### src/hw/rtl/sfb_pkg.sv
// shared types, constants and a helper function for the scaled flip blit address generator
// used by every module under hw/rtl but sfb_div; depends on nothing
package sfb_pkg;

   // default parameter values
   localparam int MAX_DIM_DEF   = 4096;
   localparam int MAX_DEPTH_DEF = 4;
   localparam int FRAC_BITS_DEF = 16;

   // fixed field widths
   localparam int REG_W      = 32;
   localparam int COORD_W    = 16;
   localparam int STRIDE_W   = 13;
   localparam int DEPTH_W    = 3;
   localparam int OFF_W      = 26;
   localparam int CSR_IDX_W  = 3;
   localparam int REQ_DATA_W = 8;
   localparam int RSP_DATA_W = 56;

   // register indexes
   localparam logic [CSR_IDX_W-1:0] REG_SRC_HORIZ   = 3'd0;
   localparam logic [CSR_IDX_W-1:0] REG_SRC_VERT    = 3'd1;
   localparam logic [CSR_IDX_W-1:0] REG_DST_HORIZ   = 3'd2;
   localparam logic [CSR_IDX_W-1:0] REG_DST_VERT    = 3'd3;
   localparam logic [CSR_IDX_W-1:0] REG_SRC_WIDTH   = 3'd4;
   localparam logic [CSR_IDX_W-1:0] REG_DST_WIDTH   = 3'd5;
   localparam logic [CSR_IDX_W-1:0] REG_PIXEL_DEPTH = 3'd6;

   // controller states
   typedef enum logic [2:0] {
      ST_IDLE,
      ST_DIV,
      ST_MUL,
      ST_PLACE,
      ST_ROW,
      ST_SCALE,
      ST_LOAD
   } state_type;

   // what the word in flight turns into
   typedef enum logic [1:0] {
      KIND_RESTART,
      KIND_EMPTY,
      KIND_PIXEL
   } kind_type;

   typedef struct packed {
      logic [REG_W-1:0]    src_horiz;
      logic [REG_W-1:0]    src_vert;
      logic [REG_W-1:0]    dst_horiz;
      logic [REG_W-1:0]    dst_vert;
      logic [STRIDE_W-1:0] src_width;
      logic [STRIDE_W-1:0] dst_width;
      logic [DEPTH_W-1:0]  pixel_depth;
   } cfg_type;

   typedef struct packed {
      logic     div_start;
      logic     step_en;
      logic     place_en;
      logic     row_en;
      logic     scale_en;
      logic     commit;
      kind_type kind;
   } cmd_type;

   typedef struct packed {
      logic div_done;
      logic running;
      logic span_zero;
   } status_type;

   // pixel i of a rect axis, mirrored when the start lies past the end
   function automatic logic [OFF_W-1:0] place(input logic [COORD_W-1:0] first_c,
                                              input logic [COORD_W-1:0] last_c,
                                              input logic [OFF_W-1:0]   idx);
      logic [OFF_W-1:0] base;
      base = OFF_W'(first_c);
      if (first_c > last_c) begin
         return base - idx - OFF_W'(1);
      end else begin
         return base + idx;
      end
   endfunction

endpackage

### src/hw/rtl/sfb_div.sv
// restoring divider lane, one quotient bit per cycle
// depends on nothing; used by sfb_datapath
module sfb_div #(
   parameter int NUM_W = 29,
   parameter int DEN_W = 13
) (
   input  logic             clock,
   input  logic             reset,
   input  logic             start,
   input  logic [NUM_W-1:0] num,
   input  logic [DEN_W-1:0] den,
   output logic             done,
   output logic [NUM_W-1:0] quot
);
   localparam int CNT_W = (NUM_W > 1) ? $clog2(NUM_W) : 1;

   logic [DEN_W-1:0] rem_ff, rem_in;
   logic [NUM_W-1:0] quot_ff, quot_in;
   logic [DEN_W-1:0] den_ff;
   logic [CNT_W-1:0] cnt_ff, cnt_in;
   logic             busy_ff, busy_in;
   logic             done_ff, done_in;
   logic [DEN_W:0]   trial;
   logic [DEN_W:0]   diff;
   logic             fits;

   // one trial subtraction
   always_comb begin
      trial = {rem_ff, quot_ff[NUM_W-1]};
      diff  = trial - {1'b0, den_ff};
      fits  = (trial >= {1'b0, den_ff});
   end

   // next iteration
   always_comb begin
      rem_in  = rem_ff;
      quot_in = quot_ff;
      cnt_in  = cnt_ff;
      busy_in = busy_ff;
      done_in = 1'b0;
      if (start) begin
         rem_in  = '0;
         quot_in = num;
         cnt_in  = '0;
         busy_in = 1'b1;
      end else if (busy_ff) begin
         rem_in  = fits ? diff[DEN_W-1:0] : trial[DEN_W-1:0];
         quot_in = {quot_ff[NUM_W-2:0], fits};
         cnt_in  = cnt_ff + CNT_W'(1);
         if (cnt_ff == CNT_W'(NUM_W - 1)) begin
            busy_in = 1'b0;
            done_in = 1'b1;
         end
      end
   end

   // control registers
   always_ff @(posedge clock) begin
      if (reset) begin
         busy_ff <= 1'b0;
         done_ff <= 1'b0;
         cnt_ff  <= '0;
      end else begin
         busy_ff <= busy_in;
         done_ff <= done_in;
         cnt_ff  <= cnt_in;
      end
   end

   // working registers
   always_ff @(posedge clock) begin
      rem_ff  <= rem_in;
      quot_ff <= quot_in;
      if (start) begin
         den_ff <= den;
      end
   end

   assign done = done_ff;
   assign quot = quot_ff;

endmodule

### src/hw/rtl/sfb_csr.sv
// configuration registers of the blit address generator
// depends on sfb_pkg
module sfb_csr (
   input  logic                            clock,
   input  logic                            reset,
   input  logic                            csr_valid,
   output logic                            csr_ready,
   input  logic [sfb_pkg::CSR_IDX_W-1:0]   csr_index,
   input  logic [sfb_pkg::REG_W-1:0]       csr_data,
   output sfb_pkg::cfg_type                cfg
);
   import sfb_pkg::*;

   cfg_type cfg_ff, cfg_in;

   // decode a write
   always_comb begin
      cfg_in = cfg_ff;
      if (csr_valid) begin
         case (csr_index)
            REG_SRC_HORIZ:   cfg_in.src_horiz   = csr_data;
            REG_SRC_VERT:    cfg_in.src_vert    = csr_data;
            REG_DST_HORIZ:   cfg_in.dst_horiz   = csr_data;
            REG_DST_VERT:    cfg_in.dst_vert    = csr_data;
            REG_SRC_WIDTH:   cfg_in.src_width   = csr_data[STRIDE_W-1:0];
            REG_DST_WIDTH:   cfg_in.dst_width   = csr_data[STRIDE_W-1:0];
            REG_PIXEL_DEPTH: cfg_in.pixel_depth = csr_data[DEPTH_W-1:0];
            default:         cfg_in = cfg_ff;
         endcase
      end
   end

   always_ff @(posedge clock) begin
      if (reset) begin
         cfg_ff.src_horiz   <= '0;
         cfg_ff.src_vert    <= '0;
         cfg_ff.dst_horiz   <= '0;
         cfg_ff.dst_vert    <= '0;
         cfg_ff.src_width   <= STRIDE_W'(1);
         cfg_ff.dst_width   <= STRIDE_W'(1);
         cfg_ff.pixel_depth <= DEPTH_W'(1);
      end else begin
         cfg_ff <= cfg_in;
      end
   end

   assign csr_ready = 1'b1;
   assign cfg       = cfg_ff;

endmodule

### src/hw/rtl/sfb_ctrl.sv
// sequencing state machine for the blit address generator
// depends on sfb_pkg; drives the datapath through cmd_type and reads status_type
module sfb_ctrl (
   input  logic                 clock,
   input  logic                 reset,
   input  logic                 req_tvalid,
   output logic                 req_tready,
   input  logic                 req_restart,
   output logic                 rsp_tvalid,
   input  logic                 rsp_tready,
   input  sfb_pkg::status_type  status,
   output sfb_pkg::cmd_type     cmd
);
   import sfb_pkg::*;

   state_type state_ff, state_in;
   kind_type  kind_ff, kind_in;
   logic      rsp_valid_ff, rsp_valid_in;
   logic      out_free;

   assign out_free = !rsp_valid_ff || rsp_tready;

   // next state
   always_comb begin
      state_in = state_ff;
      kind_in  = kind_ff;
      unique case (state_ff)
         ST_IDLE: begin
            if (req_tvalid) begin
               if (req_restart) begin
                  state_in = ST_DIV;
                  kind_in  = KIND_RESTART;
               end else if (!status.running || status.span_zero) begin
                  state_in = ST_LOAD;
                  kind_in  = KIND_EMPTY;
               end else begin
                  state_in = ST_MUL;
                  kind_in  = KIND_PIXEL;
               end
            end
         end
         ST_DIV: begin
            if (status.div_done) begin
               state_in = ST_LOAD;
            end
         end
         ST_MUL:   state_in = ST_PLACE;
         ST_PLACE: state_in = ST_ROW;
         ST_ROW:   state_in = ST_SCALE;
         ST_SCALE: state_in = ST_LOAD;
         ST_LOAD: begin
            if (out_free) begin
               state_in = ST_IDLE;
            end
         end
         default:  state_in = ST_IDLE;
      endcase
   end

   // outputs
   always_comb begin
      cmd        = '0;
      cmd.kind   = kind_ff;
      req_tready = 1'b0;
      unique case (state_ff)
         ST_IDLE: begin
            req_tready    = 1'b1;
            cmd.div_start = req_tvalid && req_restart;
         end
         ST_MUL:   cmd.step_en  = 1'b1;
         ST_PLACE: cmd.place_en = 1'b1;
         ST_ROW:   cmd.row_en   = 1'b1;
         ST_SCALE: cmd.scale_en = 1'b1;
         ST_LOAD:  cmd.commit   = out_free;
         default:  cmd          = '0;
      endcase
   end

   // result word valid flag
   always_comb begin
      rsp_valid_in = rsp_valid_ff;
      if (cmd.commit) begin
         rsp_valid_in = 1'b1;
      end else if (rsp_tready) begin
         rsp_valid_in = 1'b0;
      end
   end

   always_ff @(posedge clock) begin
      if (reset) begin
         state_ff     <= ST_IDLE;
         kind_ff      <= KIND_EMPTY;
         rsp_valid_ff <= 1'b0;
      end else begin
         state_ff     <= state_in;
         kind_ff      <= kind_in;
         rsp_valid_ff <= rsp_valid_in;
      end
   end

   assign rsp_tvalid = rsp_valid_ff;

endmodule

### src/hw/rtl/sfb_datapath.sv
// datapath: spans, step dividers, pixel counters and the offset pipeline
// depends on sfb_pkg and sfb_div; controlled by sfb_ctrl
module sfb_datapath #(
   parameter int MAX_DIM   = sfb_pkg::MAX_DIM_DEF,
   parameter int MAX_DEPTH = sfb_pkg::MAX_DEPTH_DEF,
   parameter int FRAC_BITS = sfb_pkg::FRAC_BITS_DEF
) (
   input  logic                         clock,
   input  logic                         reset,
   input  sfb_pkg::cfg_type             cfg,
   input  sfb_pkg::cmd_type             cmd,
   output sfb_pkg::status_type          status,
   output logic                         out_active,
   output logic                         out_last,
   output logic [sfb_pkg::OFF_W-1:0]    out_dst,
   output logic [sfb_pkg::OFF_W-1:0]    out_src
);
   import sfb_pkg::*;

   localparam int SPAN_W  = $clog2(MAX_DIM + 1);
   localparam int CNT_W   = $clog2(MAX_DIM);
   localparam int CMP_W   = CNT_W + 1;
   localparam int STEP_W  = SPAN_W + FRAC_BITS;
   localparam int PROD_W  = CNT_W + STEP_W;
   localparam int ROWP_W  = OFF_W + STRIDE_W;
   localparam int SCALE_W = OFF_W + DEPTH_W;

   // spans of the four rect registers
   logic [SPAN_W-1:0] sw, sh, dw, dh;

   function automatic logic [SPAN_W-1:0] span_of(input logic [REG_W-1:0] r);
      logic [COORD_W-1:0] lo;
      logic [COORD_W-1:0] hi;
      logic [COORD_W-1:0] d;
      lo = r[COORD_W-1:0];
      hi = r[REG_W-1:COORD_W];
      d  = (hi > lo) ? hi - lo : lo - hi;
      if (d > COORD_W'(MAX_DIM)) begin
         return SPAN_W'(MAX_DIM);
      end else begin
         return SPAN_W'(d);
      end
   endfunction

   always_comb begin
      sw = span_of(cfg.src_horiz);
      sh = span_of(cfg.src_vert);
      dw = span_of(cfg.dst_horiz);
      dh = span_of(cfg.dst_vert);
   end

   // step dividers, both axes in lockstep
   logic              done_x, done_y;
   logic [STEP_W-1:0] quot_x, quot_y;

   sfb_div #(.NUM_W(STEP_W), .DEN_W(SPAN_W)) u_div_x (
      .clock (clock),
      .reset (reset),
      .start (cmd.div_start),
      .num   (STEP_W'(sw) << FRAC_BITS),
      .den   (dw),
      .done  (done_x),
      .quot  (quot_x)
   );

   sfb_div #(.NUM_W(STEP_W), .DEN_W(SPAN_W)) u_div_y (
      .clock (clock),
      .reset (reset),
      .start (cmd.div_start),
      .num   (STEP_W'(sh) << FRAC_BITS),
      .den   (dh),
      .done  (done_y),
      .quot  (quot_y)
   );

   // blit state
   logic [CNT_W-1:0]  col_ff, col_in, row_ff, row_in;
   logic [STEP_W-1:0] step_x_ff, step_x_in, step_y_ff, step_y_in;
   logic              running_ff, running_in;

   // offset pipeline registers
   logic [OFF_W-1:0] sx_idx_ff, sy_idx_ff;
   logic [OFF_W-1:0] dx_ff, dy_ff, sx_ff, sy_ff;
   logic [OFF_W-1:0] dst_row_ff, src_row_ff;
   logic [OFF_W-1:0] pix_dst_ff, pix_src_ff;
   logic             out_active_ff, out_last_ff;
   logic [OFF_W-1:0] out_dst_ff, out_src_ff;

   // combinational pieces of each stage
   logic [PROD_W-1:0]  prod_x, prod_y;
   logic [ROWP_W-1:0]  dst_row_full, src_row_full;
   logic [DEPTH_W-1:0] depth;
   logic [OFF_W-1:0]   dst_sum, src_sum;
   logic [SCALE_W-1:0] dst_scaled, src_scaled;
   logic [CMP_W-1:0]   col_next, row_next;
   logic               row_end, last;

   always_comb begin
      prod_x       = PROD_W'(col_ff) * PROD_W'(step_x_ff);
      prod_y       = PROD_W'(row_ff) * PROD_W'(step_y_ff);
      dst_row_full = ROWP_W'(dy_ff) * ROWP_W'(cfg.dst_width);
      src_row_full = ROWP_W'(sy_ff) * ROWP_W'(cfg.src_width);
      depth        = (cfg.pixel_depth > DEPTH_W'(MAX_DEPTH)) ? DEPTH_W'(MAX_DEPTH)
                                                             : cfg.pixel_depth;
      dst_sum      = dst_row_ff + dx_ff;
      src_sum      = src_row_ff + sx_ff;
      dst_scaled   = SCALE_W'(dst_sum) * SCALE_W'(depth);
      src_scaled   = SCALE_W'(src_sum) * SCALE_W'(depth);
      col_next     = CMP_W'(col_ff) + CMP_W'(1);
      row_next     = CMP_W'(row_ff) + CMP_W'(1);
      row_end      = (col_next >= CMP_W'(dw));
      last         = row_end && (row_next >= CMP_W'(dh));
   end

   // pipeline stages
   always_ff @(posedge clock) begin
      if (cmd.step_en) begin
         sx_idx_ff <= OFF_W'(prod_x >> FRAC_BITS);
         sy_idx_ff <= OFF_W'(prod_y >> FRAC_BITS);
      end
      if (cmd.place_en) begin
         dx_ff <= place(cfg.dst_horiz[COORD_W-1:0], cfg.dst_horiz[REG_W-1:COORD_W],
                        OFF_W'(col_ff));
         dy_ff <= place(cfg.dst_vert[COORD_W-1:0], cfg.dst_vert[REG_W-1:COORD_W],
                        OFF_W'(row_ff));
         sx_ff <= place(cfg.src_horiz[COORD_W-1:0], cfg.src_horiz[REG_W-1:COORD_W],
                        sx_idx_ff);
         sy_ff <= place(cfg.src_vert[COORD_W-1:0], cfg.src_vert[REG_W-1:COORD_W],
                        sy_idx_ff);
      end
      if (cmd.row_en) begin
         dst_row_ff <= dst_row_full[OFF_W-1:0];
         src_row_ff <= src_row_full[OFF_W-1:0];
      end
      if (cmd.scale_en) begin
         pix_dst_ff <= dst_scaled[OFF_W-1:0];
         pix_src_ff <= src_scaled[OFF_W-1:0];
      end
   end

   // commit of one word: blit state update
   always_comb begin
      col_in     = col_ff;
      row_in     = row_ff;
      step_x_in  = step_x_ff;
      step_y_in  = step_y_ff;
      running_in = running_ff;
      if (cmd.commit) begin
         unique case (cmd.kind)
            KIND_RESTART: begin
               step_x_in  = (dw == '0) ? '0 : quot_x + STEP_W'(1);
               step_y_in  = (dh == '0) ? '0 : quot_y + STEP_W'(1);
               col_in     = '0;
               row_in     = '0;
               running_in = (dw != '0) && (dh != '0);
            end
            KIND_EMPTY: begin
               running_in = 1'b0;
            end
            KIND_PIXEL: begin
               if (last) begin
                  running_in = 1'b0;
                  col_in     = '0;
                  row_in     = '0;
               end else if (row_end) begin
                  col_in = '0;
                  row_in = row_next[CNT_W-1:0];
               end else begin
                  col_in = col_next[CNT_W-1:0];
               end
            end
            default: running_in = running_ff;
         endcase
      end
   end

   always_ff @(posedge clock) begin
      if (reset) begin
         col_ff     <= '0;
         row_ff     <= '0;
         step_x_ff  <= '0;
         step_y_ff  <= '0;
         running_ff <= 1'b0;
      end else begin
         col_ff     <= col_in;
         row_ff     <= row_in;
         step_x_ff  <= step_x_in;
         step_y_ff  <= step_y_in;
         running_ff <= running_in;
      end
   end

   // result word register
   always_ff @(posedge clock) begin
      if (cmd.commit) begin
         if (cmd.kind == KIND_PIXEL) begin
            out_active_ff <= 1'b1;
            out_last_ff   <= last;
            out_dst_ff    <= pix_dst_ff;
            out_src_ff    <= pix_src_ff;
         end else begin
            out_active_ff <= 1'b0;
            out_last_ff   <= 1'b0;
            out_dst_ff    <= '0;
            out_src_ff    <= '0;
         end
      end
   end

   always_comb begin
      status.div_done  = done_x && done_y;
      status.running   = running_ff;
      status.span_zero = (dw == '0) || (dh == '0);
   end

   assign out_active = out_active_ff;
   assign out_last   = out_last_ff;
   assign out_dst    = out_dst_ff;
   assign out_src    = out_src_ff;

endmodule

### src/hw/rtl/scaled_flip_blit_address_gen_unit.sv
// Scaled flip blit address generator: nearest-neighbor source and destination byte offsets.
// req carries one word per item: restart (1) computes the per-axis steps and clears the
//   pixel counters, tick (0) asks for the next destination pixel, row by row.
// rsp returns exactly one word per req word: tuser = active (pixel pair present),
//   tlast = last pixel of the blit, tdata = destination and source byte offsets.
//   Restart words and ticks with no blit running or a zero destination span return an all-zero word.
// csr writes the rect, stride and depth registers; write only while no word is in flight.
// One word is worked on at a time: the next req word is taken only after the result of the
//   last one is loaded. A tick of a running blit passes the step multiply, rect placement,
//   row multiply and depth scale stages before its result is loaded; a tick with no blit
//   running goes straight to the result register.
//   A restart runs the two restoring dividers one quotient bit per cycle over clog2(MAX_DIM+1)
//   plus FRAC_BITS quotient bits (29 at the defaults) before its result is loaded.
// The result register lets req words be taken while an older result waits on rsp_tready;
//   a stalled receiver only holds the block at the point where the next result is loaded.
// Reset (synchronous, active high) clears the counters, the steps and the running flag,
//   loads the registers with their reset values and drops rsp_tvalid.
// Depends on sfb_pkg, sfb_csr, sfb_ctrl, sfb_datapath and sfb_div.
module scaled_flip_blit_address_gen_unit #(
   parameter int MAX_DIM   = sfb_pkg::MAX_DIM_DEF,
   parameter int MAX_DEPTH = sfb_pkg::MAX_DEPTH_DEF,
   parameter int FRAC_BITS = sfb_pkg::FRAC_BITS_DEF
) (
   input  logic                               clock,
   input  logic                               reset,
   // input words
   input  logic                               req_tvalid,
   output logic                               req_tready,
   input  logic [sfb_pkg::REQ_DATA_W-1:0]     req_tdata,   // [0] restart, [7:1] zero
   // result words
   output logic                               rsp_tvalid,
   input  logic                               rsp_tready,
   output logic [sfb_pkg::RSP_DATA_W-1:0]     rsp_tdata,   // [25:0] dst_offset, [51:26] src_offset
   output logic                               rsp_tuser,   // [0] active
   output logic                               rsp_tlast,   // last_pixel
   // register writes
   input  logic                               csr_valid,
   output logic                               csr_ready,
   input  logic [sfb_pkg::CSR_IDX_W-1:0]      csr_index,
   input  logic [sfb_pkg::REG_W-1:0]          csr_data
);
   import sfb_pkg::*;

   cfg_type          cfg;
   cmd_type          cmd;
   status_type       status;
   logic [OFF_W-1:0] out_dst, out_src;

   // configuration registers
   sfb_csr u_csr (
      .clock     (clock),
      .reset     (reset),
      .csr_valid (csr_valid),
      .csr_ready (csr_ready),
      .csr_index (csr_index),
      .csr_data  (csr_data),
      .cfg       (cfg)
   );

   // controller
   sfb_ctrl u_ctrl (
      .clock       (clock),
      .reset       (reset),
      .req_tvalid  (req_tvalid),
      .req_tready  (req_tready),
      .req_restart (req_tdata[0]),
      .rsp_tvalid  (rsp_tvalid),
      .rsp_tready  (rsp_tready),
      .status      (status),
      .cmd         (cmd)
   );

   // datapath
   sfb_datapath #(
      .MAX_DIM   (MAX_DIM),
      .MAX_DEPTH (MAX_DEPTH),
      .FRAC_BITS (FRAC_BITS)
   ) u_datapath (
      .clock      (clock),
      .reset      (reset),
      .cfg        (cfg),
      .cmd        (cmd),
      .status     (status),
      .out_active (rsp_tuser),
      .out_last   (rsp_tlast),
      .out_dst    (out_dst),
      .out_src    (out_src)
   );

   // pack the result word
   assign rsp_tdata = {{(RSP_DATA_W - 2 * OFF_W){1'b0}}, out_src, out_dst};

   // one word in flight: no second accept right after an accept
   a_one_in_flight: assert property (@(posedge clock) disable iff (reset)
      (req_tvalid && req_tready) |=> !req_tready)
      else $error("input accepted again right after an accept");

   // the last flag only rides on a pixel word
   a_last_is_pixel: assert property (@(posedge clock) disable iff (reset)
      (rsp_tvalid && rsp_tlast) |-> rsp_tuser)
      else $error("last pixel flag on a word without a pixel");

   // words without a pixel carry zero offsets
   a_empty_is_zero: assert property (@(posedge clock) disable iff (reset)
      (rsp_tvalid && !rsp_tuser) |-> (rsp_tdata == '0))
      else $error("non-pixel word with nonzero offsets");

endmodule

### config.mk
export PLATFORM = sky130hd
export DESIGN_NAME = scaled_flip_blit_address_gen_unit
export DESIGN_NICKNAME = d
export VERILOG_FILES = /design/src/hw/rtl/sfb_pkg.sv /design/src/hw/rtl/sfb_div.sv /design/src/hw/rtl/sfb_csr.sv /design/src/hw/rtl/sfb_ctrl.sv /design/src/hw/rtl/sfb_datapath.sv /design/src/hw/rtl/scaled_flip_blit_address_gen_unit.sv
export SDC_FILE = /design/constraint.sdc
export NUM_CORES = 2
export LEC_CHECK = 0
export BUFFER_PORTS_ARGS = -buffer_cell sky130_fd_sc_hd__buf_4
export CAP_MARGIN = 40
export CORE_MARGIN = 5
export CORE_UTILIZATION = 35
export DETAILED_ROUTE_END_ITERATION = 10
export PLACE_DENSITY = 0.5
export SETUP_SLACK_MARGIN = 0.5
export SLEW_MARGIN = 20
export SYNTH_ARGS = -nofsm -noshare
export SYNTH_HDL_FRONTEND = slang
export SYNTH_HIERARCHICAL = 1
export SYNTH_SLANG_ARGS = --single-unit
### constraint.sdc
create_clock -name clock -period 18 [get_ports clock]
set_clock_uncertainty 0.15 [all_clocks]
set_input_delay 0.9 -clock clock [delete_from_list [all_inputs] [get_ports clock]]
set_output_delay 0.9 -clock clock [all_outputs]
set_load 0.02 [all_outputs]
==> flow_summary_export.csv <==
group,metric,value,unit
outcome,run_status,"finished, final reports clean",
detailed_routing,num_vias,61086,
timing,grt_setup_unrepaired,"false",
floorplan,num_rows,177,
clock_tree,cts.hold.buffers_added,0,
floorplan,placeableCoreArea,0.233,mm²
timing,report.final.slew_viol_count,0,
floorplan,design.die.area,0.243,mm²
detailed_routing,detail_route.wirelength,229000,µm
clock_tree,clk_transition_reported_paths,0.06,ns
synthesis,synth_top_flop_cell,"sky130_fd_sc_hd__edfxtp_1",
synthesis,yosys-top-cells-area,"sky130_fd_sc_hd__fa_1 24%, sky130_fd_sc_hd__edfxtp_1 14%, sky130_fd_sc_hd__ha_1 9.9%",
global_route,grt_antenna_before_repair,7,
synthesis,avgSynthCellArea,8.97,µm²
cells_and_area,num-nets-final,10679,
clock_tree,postCtsSetupRepairBufs,0,
synthesis,synth-seq-cells,666,
power,p_leak,39.7,nW
critical_path,worstSetupPathType,"register to register",
synthesis,synth_enable_flop_cells,380,
timing,setup_viol_count_final,0,
critical_path,setup.worst_path.end_class,"register",
timing,total_negative_setup_slack,0,ns
global_route,grt_max_degree,131,
timing,timing.max_slew.rel_slack,37.9,%
clock_tree,clk_path_buf_depth,3,
critical_path,critical_path.max_fanout,23,
clock_tree,root_buffer,"sky130_fd_sc_hd__clkbuf_16",
placed_design,final_wtd_congestion,0.885,
global_route,gr_ovfl_total,0,
clock_tree,h-tree-depth,3,
timing,min_period,7.90,ns
detailed_routing,wl_per_cell,18.9,µm
placed_design,io_buffer_count,96,
synthesis,netlist_top_cells_count,"1420 x sky130_fd_sc_hd__inv_1, 1222 x sky130_fd_sc_hd__nand2_1, 980 x sky130_fd_sc_hd__fa_1, 647 x sky130_fd_sc_hd__ha_1, 451 x sky130_fd_sc_hd__and2_1",
global_route,grt_pass1_wl,365000,µm
synthesis,yosysMostFrequentCell,"sky130_fd_sc_hd__inv_1",
timing,achievable-frequency,127,MHz
synthesis,synth.distinct_cells,110,
critical_path,startpoint_type,"register",
floorplan,top_level_ports,109,
run,timing.max_cap.violations,0,
floorplan,initial_core_util,35.2,%
power,finalPower,6.45,mW
clock_tree,number_of_buffers_added_by_the_clock_tree_synthesis_step,81,
placed_design,dp_hpwl,178000,µm
global_route,grt_pass1_vias,63242,
timing,fin_crit_sh,43.9,%
synthesis,syn_area,0.0818,mm²
critical_path,cpPeakStageDelay,0.68,ns
timing,fin_hold_viols,0,
clock_tree,cts-resized-gates,0,
detailed_routing,antenna_violating_nets_post_route,0,
floorplan,fp.dieH,493,µm
synthesis,synth-seq-area-share,21.0,%
critical_path,cp_data_required_time,18.41,ns
detailed_routing,first_pass_drt_iterations,6,
critical_path,critical-path-top-delay-family,"compound AO/OA/AOI/OAI gates",
cells_and_area,final_layout_size_suffix_gt1_share,5.81,%
detailed_routing,initial_detailed_routing_violation_count,3910,
synthesis,netlist_instances,9111,
power,power-per-cell-area,72.8,mW/mm²
synthesis,netlist.area_leader.share,24.0,%
detailed_routing,route.detailed.vias_per_inst,5.04,
power,ir_drop,0.0000701,V
global_route,globalRouteTotalUtil,18.8,%
synthesis,synth_top_area_cell,"sky130_fd_sc_hd__fa_1",
timing,worst_slew_pin_slew,0.906,ns
synthesis,synthArstFlopShare,0,%
critical_path,worstPathBufferInverterCount,3,
clock_tree,clock_insertion_delay_worst_skew,0.72,ns
detailed_routing,drc,0,
critical_path,arrival,8.31,ns
floorplan,die-width,493,µm
worst_hold_path,worstHoldPathType,"register to register",
critical_path,cell_with_the_biggest_individual_delay_on_the_critical_path,"sky130_fd_sc_hd__o31ai_2",
cells_and_area,areaGrowthSynthToFinish,8.46,%
clock_tree,numClockSinks,666,
synthesis,synth.yosys.warnings,6,
cells_and_area,final.fill_count,23408,
critical_path,critPathMostFrequentCell,"sky130_fd_sc_hd__o21a_1",
clock_tree,tritoncts,"yes",
## where the power goes
group / switching (mW) / total [mW] / internal [mW] / leakage, nW
Sequential: 0.199 / 2.10 / 1.90 / 5.79
Clock: 0.731 / 1.81 / 1.08 / 1.41
Combinational: 1.51 / 2.55 / 1.03 / 32.5
Total: 2.44 / 6.45 / 4.01 / 39.7
## cells in the final DEF (no fill, tap or decap), drive strengths merged, types with 31 or more instances in the layout
cell and instances:
clkbuf 105, o21ai 202, nor3 133, inv 1423, a211oi 56, a21oi 394, fa 980, and3 56
nand2b 235, edfxtp 380, nand2 1224, a21o 152, nand3 177, mux2 65, o21bai 48, ha 647
conb 37, nor2b 74, a31oi 47, and2 452, mux2i 220, o21a 63, or2 40, nor2 361
nand4 50, or3 31, buf 204, o31ai 43, xor2 118, dfxtp 286, xnor2 347
## layer usage
metal | GRT usage (%) | share of wire, % | vias up
met3 | 2.09 | 4.0 | 224
met5 | 0 | 0.0057 | -
met1 | 26.3 | 47 | 30469
li1 | - | - | 29201
met2 | 31.2 | 46 | 1190
met4 | 4.55 | 2.5 | 2
## worst reg2reg max path: stages, from the launching register on
cell	delay, ns
sky130_fd_sc_hd__dfxtp_1	0.50
sky130_fd_sc_hd__inv_1	0.23
sky130_fd_sc_hd__fa_1	0.51
sky130_fd_sc_hd__a21o_1	0.22
sky130_fd_sc_hd__a311o_1	0.41
sky130_fd_sc_hd__o311ai_2	0.44
sky130_fd_sc_hd__a21oi_2	0.10
sky130_fd_sc_hd__buf_4	0.25
sky130_fd_sc_hd__mux2i_1	0.15
sky130_fd_sc_hd__mux2i_1	0.27
sky130_fd_sc_hd__nand4_1	0.19
sky130_fd_sc_hd__or4_1	0.56
sky130_fd_sc_hd__o21ai_0	0.19
sky130_fd_sc_hd__nand2b_1	0.41
sky130_fd_sc_hd__or2_2	0.45
sky130_fd_sc_hd__ha_1	0.31
sky130_fd_sc_hd__nor2b_1	0.14
sky130_fd_sc_hd__o21a_1	0.16
sky130_fd_sc_hd__o21a_1	0.16
sky130_fd_sc_hd__o21bai_1	0.12
sky130_fd_sc_hd__a21oi_1	0.08
sky130_fd_sc_hd__o31a_1	0.28
sky130_fd_sc_hd__o21a_1	0.25
sky130_fd_sc_hd__o31ai_2	0.68
sky130_fd_sc_hd__buf_6	0.23
sky130_fd_sc_hd__nor4b_1	0.06
sky130_fd_sc_hd__o21ai_0	0.18
sky130_fd_sc_hd__o31ai_1	0.09
## cells by family after synthesis
group | after synthesis | share of synthesized area, %
AND/OR/NAND/NOR | 2950 | 17.6
adder cells (fa/ha/maj) | 1627 | 33.9
AO/OA/AOI/OAI | 1264 | 10.2
multiplexers | 285 | 3.59
XOR/XNOR | 465 | 4.98
flip-flops | 666 | 21.0
other | 3 | 0.0138
buffers and inverters | 1851 | 8.73
## registers in the layout, summed over array words and instances (netlist names), 29 cells and up
| signal | cells |
|---|---|
| u_datapath/step_y_ff | 29 |
| u_datapath/u_div_x/quot | 29 |
| u_csr/cfg | 157 |
| u_datapath/step_x_ff | 29 |
| u_datapath/u_div_y/quot | 29 |
## stage by stage
step	hold WS, ns	setup WS (ns)	area, µm²	utilization [%]	std cells
final	0.332	10.10	88700	38.1	12119
after global routing	0.341	9.56	88700	38.1	12116
after CTS	0.308	10.05	88500	38.1	12105
after detailed placement	0.335	10.14	85600	36.8	11955
after global placement	0.317	10.01	85200	36.7	11923
after floorplan	0.297	10.15	81900	-	9145
## final cells by class
| type | instances | area [µm²] | share of cell area [%] |
|---|---|---|---|
| inverter | 1420 | 5330 | 6.01 |
| antenna | 5 | 12.5 | 0.0141 |
| clock inverter | 48 | 721 | 0.813 |
| tap | 3043 | 3810 | 4.29 |
| multi-input combinational | 6628 | 57700 | 65.1 |
| timing repair buffer | 207 | 1760 | 1.98 |
| sequential | 666 | 17100 | 19.3 |
| clock buffer | 102 | 2200 | 2.48 |
## final timing paths
check,from,endpoint,slack [ns],cells after the start
hold / removal,u_datapath/pix_src_ff[13],u_datapath/out_src[13],0.33,1
setup / recovery,u_csr/cfg[62],u_datapath/row_ff[7],10.10,27
setup reg to reg,u_csr/cfg[62],u_datapath/row_ff[7],10.10,27
hold reg to reg,u_datapath/pix_src_ff[13],u_datapath/out_src[13],0.33,1
Note: power is estimated with default switching activity, not from simulation.
